**src/hdl/irmw_pkg.sv**
```systemverilog
// ----------------------------------------------------------------------------
// irmw_pkg: shared types and constants
// Widths, conversion constants and controller/datapath command types.
// ----------------------------------------------------------------------------
package irmw_pkg;

   localparam int SAMPLE_W    = 10;
   localparam int RANGE_W     = 14;
   localparam int CLAMP_W     = 7;
   localparam int MEAN_W      = 14;
   localparam int SPREAD_W    = 14;
   localparam int STDEV_W     = 13;
   localparam int WINDOW_LEN_DEF = 16;

   localparam logic [SAMPLE_W-1:0] SAMPLE_MIN = 10'd22;
   localparam logic [12:0]  CONV_MUL    = 13'd7836;
   localparam logic [22:0]  CONV_OFS    = 23'd166052;
   localparam logic [16:0]  RANGE_NUM   = 17'd65535;
   localparam logic [RANGE_W-1:0] CLAMP_HI = 14'd80;
   localparam logic [RANGE_W-1:0] CLAMP_LO = 14'd10;

   // commands from controller to datapath
   typedef struct packed {
      logic load;        // capture sample, start conversion
      logic div_step;    // one quotient bit of the reciprocal division
      logic median;      // median, shift taps, write window
      logic rd_addr_clr; // restart window read address
      logic rd_issue;    // advance window read address
      logic acc_clr;     // clear accumulators for a pass
      logic acc1;        // accumulate sum/min/max
      logic mean_calc;   // latch mean
      logic acc2;        // accumulate squared deviation
      logic sq_div;      // latch mean squared deviation, init isqrt
      logic sqrt_step;   // one isqrt iteration
      logic clr_step;    // clear one window entry
      logic out_load;    // load result register
   } ctl_type;

   typedef struct packed {
      logic rd_last;     // read address at final entry
   } sts_type;

endpackage

```
**src/hdl/irmw_if.sv**
```systemverilog
// ----------------------------------------------------------------------------
// irmw_req_if / irmw_rsp_if: valid/ready channels
// One word per handshake.
// ----------------------------------------------------------------------------
interface irmw_req_if;
   import irmw_pkg::*;
   logic                valid;
   logic                ready;
   logic [SAMPLE_W-1:0] raw_sample;
   modport source (output valid, output raw_sample, input ready);
   modport sink   (input valid, input raw_sample, output ready);
endinterface

interface irmw_rsp_if;
   import irmw_pkg::*;
   logic                valid;
   logic                ready;
   logic [CLAMP_W-1:0]  range_clamped;
   logic [MEAN_W-1:0]   window_mean;
   logic [SPREAD_W-1:0] window_spread;
   logic [STDEV_W-1:0]  window_stdev;
   modport source (output valid, output range_clamped, output window_mean,
                   output window_spread, output window_stdev, input ready);
   modport sink   (input valid, input range_clamped, input window_mean,
                   input window_spread, input window_stdev, output ready);
endinterface

```
**src/hdl/irmw_ram.sv**
```systemverilog
// ----------------------------------------------------------------------------
// irmw_ram: generic single-port-write, single-read RAM
// Registered read data.
// ----------------------------------------------------------------------------
module irmw_ram #(
   parameter int WIDTH = 8,
   parameter int DEPTH = 16
) (
   input  logic                     clock,
   input  logic                     wr_en,
   input  logic [$clog2(DEPTH)-1:0] wr_addr,
   input  logic [WIDTH-1:0]         wr_data,
   input  logic [$clog2(DEPTH)-1:0] rd_addr,
   output logic [WIDTH-1:0]         rd_data
);
   logic [WIDTH-1:0] mem [DEPTH];

   always_ff @(posedge clock) begin
      if (wr_en) begin
         mem[wr_addr] <= wr_data;
      end
      rd_data <= mem[rd_addr];
   end
endmodule

```
**src/hdl/irmw_datapath.sv**
```systemverilog
// ----------------------------------------------------------------------------
// irmw_datapath: conversion, median, window and statistics datapath
// Bit-serial divide and isqrt, one window entry per cycle per pass.
// ----------------------------------------------------------------------------
module irmw_datapath #(
   parameter int WINDOW_LEN = irmw_pkg::WINDOW_LEN_DEF
) (
   input  logic                          clock,
   input  logic                          reset,
   input  irmw_pkg::ctl_type             ctl,
   output irmw_pkg::sts_type             sts,
   input  logic [irmw_pkg::SAMPLE_W-1:0] raw_sample,
   output logic [irmw_pkg::CLAMP_W-1:0]  range_clamped,
   output logic [irmw_pkg::MEAN_W-1:0]   window_mean,
   output logic [irmw_pkg::SPREAD_W-1:0] window_spread,
   output logic [irmw_pkg::STDEV_W-1:0]  window_stdev
);
   import irmw_pkg::*;

   localparam int AW     = (WINDOW_LEN > 1) ? $clog2(WINDOW_LEN) : 1;
   localparam int SUM_W  = RANGE_W + AW + 1;
   localparam int SQ_W   = 2*RANGE_W + AW + 1;
   localparam int SQRT_W = RANGE_W;
   localparam logic [AW-1:0] LAST = AW'(WINDOW_LEN - 1);

   // --- conversion -----------------------------------------------------
   logic [SAMPLE_W-1:0] s_cl;
   logic [23:0]         prod;
   logic [13:0]         q_div;
   assign s_cl  = (raw_sample < SAMPLE_MIN) ? SAMPLE_MIN : raw_sample;
   assign prod  = 24'(s_cl) * 24'(CONV_MUL) - 24'(CONV_OFS);
   assign q_div = prod[23:10];

   // restoring divider: 65535 / divisor, 17 quotient bits
   logic [16:0] dvd_ff, dvd_in;
   logic [13:0] dvs_ff, dvs_in;
   logic [14:0] rem_ff, rem_in;
   logic [15:0] trial;
   always_comb begin
      dvd_in = dvd_ff;
      dvs_in = dvs_ff;
      rem_in = rem_ff;
      trial  = {rem_ff, dvd_ff[16]} - {2'b0, dvs_ff};
      if (ctl.load) begin
         dvd_in = RANGE_NUM;
         dvs_in = q_div;
         rem_in = '0;
      end else if (ctl.div_step) begin
         if (!trial[15]) begin
            rem_in = trial[14:0];
            dvd_in = {dvd_ff[15:0], 1'b1};
         end else begin
            rem_in = {rem_ff[13:0], dvd_ff[16]};
            dvd_in = {dvd_ff[15:0], 1'b0};
         end
      end
   end
   always_ff @(posedge clock) begin
      dvd_ff <= dvd_in;
      dvs_ff <= dvs_in;
      rem_ff <= rem_in;
   end

   // --- median and taps -----------------------------------------------
   logic [RANGE_W-1:0] r_new, prev_ff, older_ff, med_ff;
   logic [RANGE_W-1:0] lo, hi, mm, med;
   logic [AW-1:0]      wslot_ff;
   logic [AW-1:0]      clr_ff;
   assign r_new = dvd_ff[RANGE_W-1:0];
   assign lo  = (r_new < prev_ff) ? r_new : prev_ff;
   assign hi  = (r_new < prev_ff) ? prev_ff : r_new;
   assign mm  = (hi < older_ff) ? hi : older_ff;
   assign med = (lo > mm) ? lo : mm;

   always_ff @(posedge clock) begin
      if (reset) begin
         prev_ff  <= '0;
         older_ff <= '0;
         wslot_ff <= '0;
         clr_ff   <= '0;
      end else begin
         if (ctl.median) begin
            older_ff <= prev_ff;
            prev_ff  <= r_new;
            med_ff   <= med;
            wslot_ff <= (wslot_ff == LAST) ? '0 : wslot_ff + 1'b1;
         end
         if (ctl.clr_step) begin
            clr_ff <= (clr_ff == LAST) ? '0 : clr_ff + 1'b1;
         end
      end
   end

   // --- window memory -------------------------------------------------
   logic               wr_en;
   logic [AW-1:0]      wr_addr, rd_ff;
   logic [RANGE_W-1:0] wr_data, rd_data;
   assign wr_en   = ctl.median | ctl.clr_step;
   assign wr_addr = ctl.clr_step ? clr_ff : wslot_ff;
   assign wr_data = ctl.clr_step ? '0 : med;

   irmw_ram #(.WIDTH(RANGE_W), .DEPTH(WINDOW_LEN)) u_ram (
      .clock   (clock),
      .wr_en   (wr_en),
      .wr_addr (wr_addr),
      .wr_data (wr_data),
      .rd_addr (rd_ff),
      .rd_data (rd_data)
   );

   // read address runs in step with the clear address after reset
   always_ff @(posedge clock) begin
      if (reset) begin
         rd_ff <= '0;
      end else if (ctl.rd_addr_clr) begin
         rd_ff <= '0;
      end else if (ctl.rd_issue) begin
         rd_ff <= (rd_ff == LAST) ? '0 : rd_ff + 1'b1;
      end
   end
   assign sts.rd_last = (rd_ff == LAST);

   // --- statistics ----------------------------------------------------
   logic [SUM_W-1:0]   sum_ff;
   logic [RANGE_W-1:0] mx_ff, mn_ff, mean_ff;
   logic [SQ_W-1:0]    sq_ff;
   logic [RANGE_W-1:0] dev;
   logic [2*RANGE_W-1:0] dsq;
   assign dev = (rd_data >= mean_ff) ? rd_data - mean_ff : mean_ff - rd_data;
   assign dsq = dev * dev;

   always_ff @(posedge clock) begin
      if (ctl.acc_clr) begin
         sum_ff <= '0;
         sq_ff  <= '0;
         mx_ff  <= '0;
         mn_ff  <= '1;
      end else if (ctl.acc1) begin
         sum_ff <= sum_ff + SUM_W'(rd_data);
         if (rd_data > mx_ff) mx_ff <= rd_data;
         if (rd_data < mn_ff) mn_ff <= rd_data;
      end else if (ctl.acc2) begin
         sq_ff <= sq_ff + SQ_W'(dsq);
      end
      if (ctl.mean_calc) begin
         mean_ff <= RANGE_W'(sum_ff / WINDOW_LEN);
      end
   end

   // mean squared deviation divided by constant length; values < 2^28
   logic [SQ_W-1:0] msd;
   assign msd = sq_ff / WINDOW_LEN;

   // --- bit-serial isqrt ----------------------------------------------
   logic [2*SQRT_W-1:0] sv_ff, sres_ff, sbit_ff;
   logic [2*SQRT_W-1:0] stry;
   assign stry = sres_ff + sbit_ff;
   always_ff @(posedge clock) begin
      if (ctl.sq_div) begin
         sv_ff   <= (2*SQRT_W)'(msd);
         sres_ff <= '0;
         sbit_ff <= (2*SQRT_W)'(1) << (2*SQRT_W - 2);
      end else if (ctl.sqrt_step) begin
         if (sv_ff >= stry) begin
            sv_ff   <= sv_ff - stry;
            sres_ff <= (sres_ff >> 1) + sbit_ff;
         end else begin
            sres_ff <= sres_ff >> 1;
         end
         sbit_ff <= sbit_ff >> 2;
      end
   end

   // --- result register -----------------------------------------------
   logic [RANGE_W-1:0] cl;
   assign cl = (med_ff > CLAMP_HI) ? CLAMP_HI : ((med_ff < CLAMP_LO) ? CLAMP_LO : med_ff);
   always_ff @(posedge clock) begin
      if (ctl.out_load) begin
         range_clamped <= cl[CLAMP_W-1:0];
         window_mean   <= mean_ff;
         window_spread <= mx_ff - mn_ff;
         window_stdev  <= sres_ff[STDEV_W-1:0];
      end
   end
endmodule

```
**src/hdl/irmw_ctrl.sv**
```systemverilog
// ----------------------------------------------------------------------------
// irmw_ctrl: sequencing state machine
// Clears the window after reset, then steps each word through the datapath.
// ----------------------------------------------------------------------------
module irmw_ctrl (
   input  logic              clock,
   input  logic              reset,
   input  logic              in_valid,
   output logic              in_ready,
   output logic              out_valid,
   input  logic              out_ready,
   output irmw_pkg::ctl_type ctl,
   input  irmw_pkg::sts_type sts
);
   import irmw_pkg::*;

   localparam logic [3:0] ST_CLR   = 4'd0;
   localparam logic [3:0] ST_IDLE  = 4'd1;
   localparam logic [3:0] ST_DIV   = 4'd2;
   localparam logic [3:0] ST_MED   = 4'd3;
   localparam logic [3:0] ST_P1    = 4'd4;
   localparam logic [3:0] ST_MEAN  = 4'd5;
   localparam logic [3:0] ST_P2    = 4'd6;
   localparam logic [3:0] ST_SQDIV = 4'd7;
   localparam logic [3:0] ST_SQRT  = 4'd8;
   localparam logic [3:0] ST_OUT   = 4'd9;
   localparam logic [3:0] ST_WAIT  = 4'd10;

   logic [3:0] state_ff, state_in;
   logic [4:0] cnt_ff, cnt_in;
   logic       last_ff, last_in;  // read data of the final entry is pending
   logic       ov_ff, ov_in;

   assign in_ready  = (state_ff == ST_IDLE);
   assign out_valid = ov_ff;

   always_comb begin
      state_in = state_ff;
      cnt_in   = cnt_ff;
      last_in  = 1'b0;
      ov_in    = ov_ff;
      ctl      = '0;
      if (ov_ff && out_ready) ov_in = 1'b0;
      case (state_ff)
         ST_CLR: begin
            ctl.clr_step = 1'b1;
            cnt_in = cnt_ff + 1'b1;
            if (sts.rd_last) begin
               state_in = ST_IDLE;
            end
            ctl.rd_issue = 1'b1;
         end
         ST_IDLE: begin
            if (in_valid) begin
               ctl.load = 1'b1;
               cnt_in   = '0;
               state_in = ST_DIV;
            end
         end
         ST_DIV: begin
            ctl.div_step = 1'b1;
            cnt_in = cnt_ff + 1'b1;
            if (cnt_ff == 5'd16) state_in = ST_MED;
         end
         ST_MED: begin
            ctl.median      = 1'b1;
            ctl.rd_addr_clr = 1'b1;
            ctl.acc_clr     = 1'b1;
            state_in        = ST_P1;
            cnt_in          = '0;
         end
         ST_P1, ST_P2: begin
            // first cycle only issues the read; then accumulate each entry
            ctl.rd_issue = 1'b1;
            last_in = sts.rd_last;
            if (cnt_ff != '0) begin
               ctl.acc1 = (state_ff == ST_P1);
               ctl.acc2 = (state_ff == ST_P2);
            end
            cnt_in = 5'd1;
            if (last_ff) begin
               ctl.rd_issue = 1'b0;
               state_in = (state_ff == ST_P1) ? ST_MEAN : ST_SQDIV;
            end
         end
         ST_MEAN: begin
            ctl.mean_calc = 1'b1;
            cnt_in   = '0;
            state_in = ST_P2;
         end
         ST_SQDIV: begin
            ctl.sq_div = 1'b1;
            cnt_in   = '0;
            state_in = ST_SQRT;
         end
         ST_SQRT: begin
            ctl.sqrt_step = 1'b1;
            cnt_in = cnt_ff + 1'b1;
            if (cnt_ff == 5'd13) state_in = ST_OUT;
         end
         ST_OUT: begin
            if (!ov_ff || out_ready) begin
               ctl.out_load = 1'b1;
               ov_in    = 1'b1;
               state_in = ST_IDLE;
            end
         end
         default: state_in = ST_IDLE;
      endcase
   end

   always_ff @(posedge clock) begin
      if (reset) begin
         state_ff <= ST_CLR;
         cnt_ff   <= '0;
         last_ff  <= 1'b0;
         ov_ff    <= 1'b0;
      end else begin
         state_ff <= state_in;
         cnt_ff   <= cnt_in;
         last_ff  <= last_in;
         ov_ff    <= ov_in;
      end
   end
endmodule

```
**src/hdl/ir_range_median_window_stats.sv**
```systemverilog
// ----------------------------------------------------------------------------
// ir_range_median_window_stats: IR range filter with window statistics
// Converts ADC words to range, median-of-3 filters and reports window stats.
// ----------------------------------------------------------------------------
// Usage:
//   req  : one 10-bit raw ADC word per handshake (valid/ready).
//   rsp  : one word per request: clamped median range, window mean,
//          window spread and window standard deviation.
// Flow: an accepted word passes through the bit-serial divider, the
//   median/write step, two passes over the window through the single
//   read port of the window RAM, the mean step, the divide step, the
//   square-root steps and the output step that loads the result register.
//   One word is in flight at a time; req_ready rises again as soon as
//   the result is loaded, even if rsp has not yet been taken.
// Reset: synchronous; the window RAM is then cleared one entry a cycle,
//   with req_ready low. Median taps start at zero.
// Stall: a result waiting on rsp_ready holds; the next word may be
//   processed but its result waits until the register is free.
// ----------------------------------------------------------------------------
module ir_range_median_window_stats #(
   parameter int WINDOW_LEN = irmw_pkg::WINDOW_LEN_DEF
) (
   input  logic        clock,
   input  logic        reset,
   irmw_req_if.sink    req,
   irmw_rsp_if.source  rsp
);
   import irmw_pkg::*;

   ctl_type ctl;
   sts_type sts;

   irmw_ctrl u_ctrl (
      .clock     (clock),
      .reset     (reset),
      .in_valid  (req.valid),
      .in_ready  (req.ready),
      .out_valid (rsp.valid),
      .out_ready (rsp.ready),
      .ctl       (ctl),
      .sts       (sts)
   );

   irmw_datapath #(.WINDOW_LEN(WINDOW_LEN)) u_dp (
      .clock         (clock),
      .reset         (reset),
      .ctl           (ctl),
      .sts           (sts),
      .raw_sample    (req.raw_sample),
      .range_clamped (rsp.range_clamped),
      .window_mean   (rsp.window_mean),
      .window_spread (rsp.window_spread),
      .window_stdev  (rsp.window_stdev)
   );

   a_rsp_range: assert property (@(posedge clock) disable iff (reset)
      rsp.valid |-> (rsp.range_clamped >= 7'd10 && rsp.range_clamped <= 7'd80))
      else $error("clamped range out of bounds");
   a_one_cmd: assert property (@(posedge clock) disable iff (reset)
      $onehot0({ctl.load, ctl.div_step, ctl.median, ctl.sqrt_step, ctl.out_load}))
      else $error("conflicting datapath commands");
   a_no_accept_busy: assert property (@(posedge clock) disable iff (reset)
      ctl.div_step |-> !req.ready)
      else $error("input accepted while busy");
endmodule
```
**src/flat_wrapper.sv**
```systemverilog
// flat-port wrapper written by rule: the top's interface ports become plain ports
module ir_range_median_window_stats_flat import irmw_pkg::*;
#(
   parameter int WINDOW_LEN = irmw_pkg::WINDOW_LEN_DEF
)
  (clock, reset, req_valid, req_raw_sample, req_ready, rsp_valid, rsp_range_clamped, rsp_window_mean, rsp_window_spread, rsp_window_stdev, rsp_ready);
  irmw_req_if req_i ();
  irmw_rsp_if rsp_i ();
  input  logic clock;
  input  logic reset;
  input wire logic [$bits(req_i.valid)-1:0] req_valid;
  input wire logic [$bits(req_i.raw_sample)-1:0] req_raw_sample;
  output wire logic [$bits(req_i.ready)-1:0] req_ready;
  output wire logic [$bits(rsp_i.valid)-1:0] rsp_valid;
  output wire logic [$bits(rsp_i.range_clamped)-1:0] rsp_range_clamped;
  output wire logic [$bits(rsp_i.window_mean)-1:0] rsp_window_mean;
  output wire logic [$bits(rsp_i.window_spread)-1:0] rsp_window_spread;
  output wire logic [$bits(rsp_i.window_stdev)-1:0] rsp_window_stdev;
  input wire logic [$bits(rsp_i.ready)-1:0] rsp_ready;
  assign req_i.valid = req_valid;
  assign req_i.raw_sample = req_raw_sample;
  assign req_ready = req_i.ready;
  assign rsp_valid = rsp_i.valid;
  assign rsp_range_clamped = rsp_i.range_clamped;
  assign rsp_window_mean = rsp_i.window_mean;
  assign rsp_window_spread = rsp_i.window_spread;
  assign rsp_window_stdev = rsp_i.window_stdev;
  assign rsp_i.ready = rsp_ready;
  ir_range_median_window_stats #(.WINDOW_LEN(WINDOW_LEN)) u_core (.clock(clock), .reset(reset), .req(req_i), .rsp(rsp_i));
endmodule
```
**config.mk**
```make
export PLATFORM = sky130hd
export DESIGN_NAME = ir_range_median_window_stats_flat
export DESIGN_NICKNAME = d
export VERILOG_FILES = /design/src/hdl/irmw_pkg.sv /design/src/hdl/irmw_if.sv /design/src/hdl/irmw_ram.sv /design/src/hdl/irmw_datapath.sv /design/src/hdl/irmw_ctrl.sv /design/src/hdl/ir_range_median_window_stats.sv /design/src/flat_wrapper.sv
export SDC_FILE = /design/constraint.sdc
export NUM_CORES = 2
export LEC_CHECK = 0
export ABC_AREA = 1
export BUFFER_PORTS_ARGS = -buffer_cell sky130_fd_sc_hd__buf_2
export CAP_MARGIN = 20
export CORE_UTILIZATION = 46
export CTS_CLUSTER_DIAMETER = 40
export DETAILED_ROUTE_END_ITERATION = 10
export GPL_ROUTABILITY_DRIVEN = 0
export PLACE_DENSITY_LB_ADDON = 0.3
export SKIP_LAST_GASP = 1
export SYNTH_ARGS = -nofsm -noshare
export SYNTH_HDL_FRONTEND = slang
export SYNTH_SLANG_ARGS = --single-unit
```
**constraint.sdc**
```tcl
create_clock -name clock -period 7.8 [get_ports clock]
set_input_delay 0.39 -clock clock [delete_from_list [all_inputs] [get_ports clock]]
set_output_delay 0.39 -clock clock [all_outputs]
set_load 0.005 [all_outputs]
```
==> results summary <==
The filler cell count in the final layout came out at 7818. After the first detailed-routing iteration, the DRC count stood at between 2000 and 2500. The maximum root-to-sink buffer count came out at 3. The critical path required time is 8.33 ns. The number of instances in the synthesized netlist came out at 4628. The DRC violation count after routing came out at 0. In this run the vertical extent of the chip is 296 um.

The routed via count came out at 31100. The number of storage elements in the synthesis netlist came out at 559. The fraction of registers with async set or reset after synthesis came out at 0. The post-route cell area came out at 44900 um^2. In this run the worst hold path is classified as in2reg. The number of H-tree levels is 3. The maximum number of pins on one net before global-route repair came out at 116. The number of buffers inserted by port buffering is 63. The flow ran to the end, and the final reports show no timing, DRC or antenna violations. The average via count per standard cell is between 5 and 6. The fraction of the cycle the final worst path needs came out at 0.948. The length of the first detailed-routing pass in iterations came out at 6. The count of antenna-violating nets left after detailed routing came out at 0. The share of Yosys cell area claimed by the top area cell type is 0.258. Based on the critical path, the design can be clocked at up to 0.135 GHz.

The synthesis-to-layout area growth came out at 12.7%. At the end of the flow, the number of nets in the layout was roughly 5300. After floorplanning, the core was sized to cover 85500 um^2. After global routing the overflow that remains totals 0. The standard-cell row count is 107. The number of hold buffers added after CTS is 0. Measured along the x axis, the die boundary spans 296 um. The worst setup path is launched from a flip-flop. The complex-gate fraction of the synthesized area is 0.126. For this run, the number of Yosys warnings is 0. In the post-synthesis netlist, the biggest area contributors are sky130_fd_sc_hd__edfxtp_1 26%, sky130_fd_sc_hd__ha_1 11%, sky130_fd_sc_hd__dfxtp_1 11%, sky130_fd_sc_hd__fa_1 9.4%, sky130_fd_sc_hd__inv_1 7.0%.

The starting density of the core came out at 0.466. The clock insertion delay at the later pin of the skew report came out at 0.67 ns. The simple-gate portion of the synthesized area is 0.168. At the pin with the least slew margin, the transition time is 1.16 ns.

A synthesized cell averages around 8.6 um^2. The number of nets in the synthesized netlist is 5191. The tree built by TritonCTS fans out to 559 sinks. The wire length of the first global-routing pass came out at 155000 um.

The cell taking the most area after synthesis is sky130_fd_sc_hd__edfxtp_1. The portion of the post-synthesis area used by sequential elements is 0.367. Summing every instance area after synthesis gives 39900 um^2.

The overall fraction of global-route tracks in use is 0.222. The fraction of the mapped netlist area in adder cells is 0.208. The portion of netlist area occupied by mux cells is 0.00578. The delay contributed by the slowest stage of the critical path came out at 0.53 ns. The xor and xnor area share after synthesis is 0.0366. On the critical path, the stage with the largest delay is an instance of sky130_fd_sc_hd__fa_1. The wire length per cell after detailed routing is 16.3 um. The count of endpoints failing setup in the final report came out at 0. The count of final max-slew check failures is 0.

The arrival time at the worst endpoint came out at 7.93 ns. Timing analysis after detailed placement gives a worst setup slack of 0.242 ns. During I/O placement, the number of pins put on the boundary was 64. Summed over all layers, the routed wires come to 96500 um. The clock transition at the register clock pins on the worst setup and hold paths after CTS is 0.05 ns.

The die area came out at 87800 um^2. The capturing element type of the critical path is a flip-flop. By startpoint and endpoint, the worst setup path is classified as reg2reg. The final period demand of the worst path is 7.40 ns. The number of failing hold endpoints at the final stage is 0. Summed over all failing endpoints, the final setup total negative slack is 0 ns. The initial antenna violation count is 2.

The count of antenna diodes in the layout is 0. After synthesis, the largest family of logic cells by area is adder cells. The HPWL after detailed placement came out at 70500 um. The TritonCTS buffer count came out at 93. The number of flops mapped to enable cells by yosys came out at 342. The worst slew margin relative to its limit came out at 0.227.

TritonCTS built the clock tree. After detailed placement, the total cell area comes to just over 40000 um^2. The final worst setup slack came out at 0.402 ns.

The via count of the first global-routing pass came out at 30300. Counting distinct cell types in the post-synthesis netlist gives 67. Across the run, the number of max-cap violations was 0. The highest net fanout along the worst path is 9. The most used flip-flop cell after synthesis is sky130_fd_sc_hd__edfxtp_1.

The root cell of the clock tree is sky130_fd_sc_hd__clkbuf_16. In the final layout, the share of cells above drive strength 1 is 0.102. The worst-case clock skew is 0.0401 ns. The cell repeated most along the worst path is sky130_fd_sc_hd__inv_1.
## state kept, by name, indices dropped and copies added, names as in the netlist, 5 cells and up
| register | cells |
|---|---|
| u_core.u_dp.mn_ff | 14 |
| u_core.u_dp.sv_ff | 28 |
| u_core.u_dp.med_ff | 14 |
| u_core.u_dp.sbit_ff | 14 |
| u_core.u_dp.window_mean | 14 |
| u_core.u_dp.dvs_ff | 14 |
| u_core.u_dp.window_stdev | 13 |
| u_core.u_dp.u_ram.mem | 224 |
| u_core.u_dp.mx_ff | 14 |
| u_core.u_dp.sum_ff | 18 |
| u_core.u_ctrl.cnt_ff | 5 |
| u_core.u_dp.sres_ff | 28 |
| u_core.u_dp.mean_ff | 14 |
| u_core.u_dp.rem_ff | 15 |
| u_core.u_dp.older_ff | 14 |
| u_core.u_dp.u_ram.rd_data | 14 |
| u_core.u_dp.range_clamped | 7 |
| u_core.u_dp.sq_ff | 32 |
| u_core.u_dp.window_spread | 14 |
| u_core.u_dp.prev_ff | 14 |
| u_core.u_dp.dvd_ff | 17 |
## synthesized netlist by cell type, types with 11 or more instances
cell                       count
sky130_fd_sc_hd__nand2_4      13
sky130_fd_sc_hd__o21ai_1      28
sky130_fd_sc_hd__inv_2        23
sky130_fd_sc_hd__ha_1        362
sky130_fd_sc_hd__nand2_1     698
sky130_fd_sc_hd__xnor2_1      65
sky130_fd_sc_hd__or2_2        26
sky130_fd_sc_hd__dfxtp_1     217
sky130_fd_sc_hd__o211ai_1     41
sky130_fd_sc_hd__nand3_1     165
sky130_fd_sc_hd__o32ai_1      34
sky130_fd_sc_hd__nand3_2      12
sky130_fd_sc_hd__o221ai_1     29
sky130_fd_sc_hd__nor2_2       27
sky130_fd_sc_hd__o21ai_0     311
sky130_fd_sc_hd__buf_4        11
sky130_fd_sc_hd__inv_1       746
sky130_fd_sc_hd__xor2_1       98
sky130_fd_sc_hd__edfxtp_1    342
sky130_fd_sc_hd__a21oi_1     300
sky130_fd_sc_hd__nor3_1       33
sky130_fd_sc_hd__mux2i_1      23
sky130_fd_sc_hd__buf_2        18
sky130_fd_sc_hd__a21o_1       15
sky130_fd_sc_hd__o21bai_1     17
sky130_fd_sc_hd__nand4_1      45
sky130_fd_sc_hd__o22ai_1      27
sky130_fd_sc_hd__a31oi_1      16
sky130_fd_sc_hd__fa_1        187
sky130_fd_sc_hd__clkbuf_1     99
sky130_fd_sc_hd__nor2_1      463
sky130_fd_sc_hd__nand2_2      26
## timing repair
item	CTS	global route
gates resized for setup	0	35
setup endpoints to repair	0	11
setup buffers	0	1
## per-layer routing
layer	share of wire	global-route usage	vias up
li1	-	-	15500
met5	0.000093	0	-
met4	0.030	0.0746	2
met1	0.43	0.278	14700
met3	0.052	0.0399	186
met2	0.49	0.383	718
## through the flow
stage	cells	utilization	hold WS, ns
2_1_floorplan	4628	-	0.418
3_3_place_gp	5756	0.485	0.435
3_5_place_dp	5756	0.485	0.440
4_1_cts	5929	0.523	0.0670
5_1_grt	5931	0.525	0.104
6_report	5931	0.525	0.102
## cells by family after synthesis
logic type | after synthesis
AO/OA/AOI/OAI | 871
XOR/XNOR | 165
adder cells (fa/ha/maj) | 549
buffers and inverters | 915
flip-flops | 559
multiplexers | 23
AND/OR/NAND/NOR | 1546
## placed cells by master, fill, tap and decap left out, types with 41 or more instances in the layout
cell / synthesis / final
sky130_fd_sc_hd__nand3_1: 165 / 165
sky130_fd_sc_hd__nand2_1: 698 / 697
sky130_fd_sc_hd__inv_1: 746 / 746
sky130_fd_sc_hd__o211ai_1: 41 / 41
sky130_fd_sc_hd__dfxtp_1: 217 / 215
sky130_fd_sc_hd__fa_1: 187 / 185
sky130_fd_sc_hd__buf_4: 11 / 64
sky130_fd_sc_hd__xnor2_1: 65 / 65
sky130_fd_sc_hd__nand4_1: 45 / 45
sky130_fd_sc_hd__nor2_2: 27 / 43
sky130_fd_sc_hd__nor2_1: 463 / 444
sky130_fd_sc_hd__ha_1: 362 / 355
sky130_fd_sc_hd__xor2_1: 98 / 98
sky130_fd_sc_hd__a21oi_1: 300 / 292
sky130_fd_sc_hd__edfxtp_1: 342 / 342
sky130_fd_sc_hd__o21ai_0: 311 / 309
sky130_fd_sc_hd__buf_2: 18 / 63
sky130_fd_sc_hd__clkbuf_16: 0 / 95
## worst paths after layout
path / startpoint / to / slack, ns / depth (start not counted)
max reg2reg: u_core.u_dp.mean_ff[10] / u_core.u_dp.sq_ff[27] / 0.40 / 31
min: reset / u_core.u_ctrl.cnt_ff[1] / 0.10 / 2
max: u_core.u_dp.mean_ff[10] / u_core.u_dp.sq_ff[27] / 0.40 / 31
min reg2reg: u_core.u_dp.sum_ff[17] / u_core.u_dp.sum_ff[17] / 0.45 / 1
## critical path, delay by kind of cell, from the launching register on
kind | cells | cell delay (ns)
compound gates | 7 | 1.44
xor+xnor | 2 | 0.31
fa+ha+maj | 8 | 3.62
buf+inv | 10 | 0.96
flops | 1 | 0.45
simple gates | 4 | 0.46
## layout make-up
| class | instances | area, um^2 | share of cell area |
|---|---|---|---|
| inverters | 771 | 2900 | 0.0645 |
| clock inverters | 62 | 773 | 0.0172 |
| well taps | 1144 | 1430 | 0.0319 |
| repair buffers | 130 | 846 | 0.0188 |
| clock buffers | 111 | 2510 | 0.0558 |
| flip-flops and latches | 559 | 14600 | 0.326 |
| multi-input cells | 3154 | 21800 | 0.486 |
Power is not shown: default switching activity piles up to over one toggle a cycle in this logic, so the estimate is an artifact.
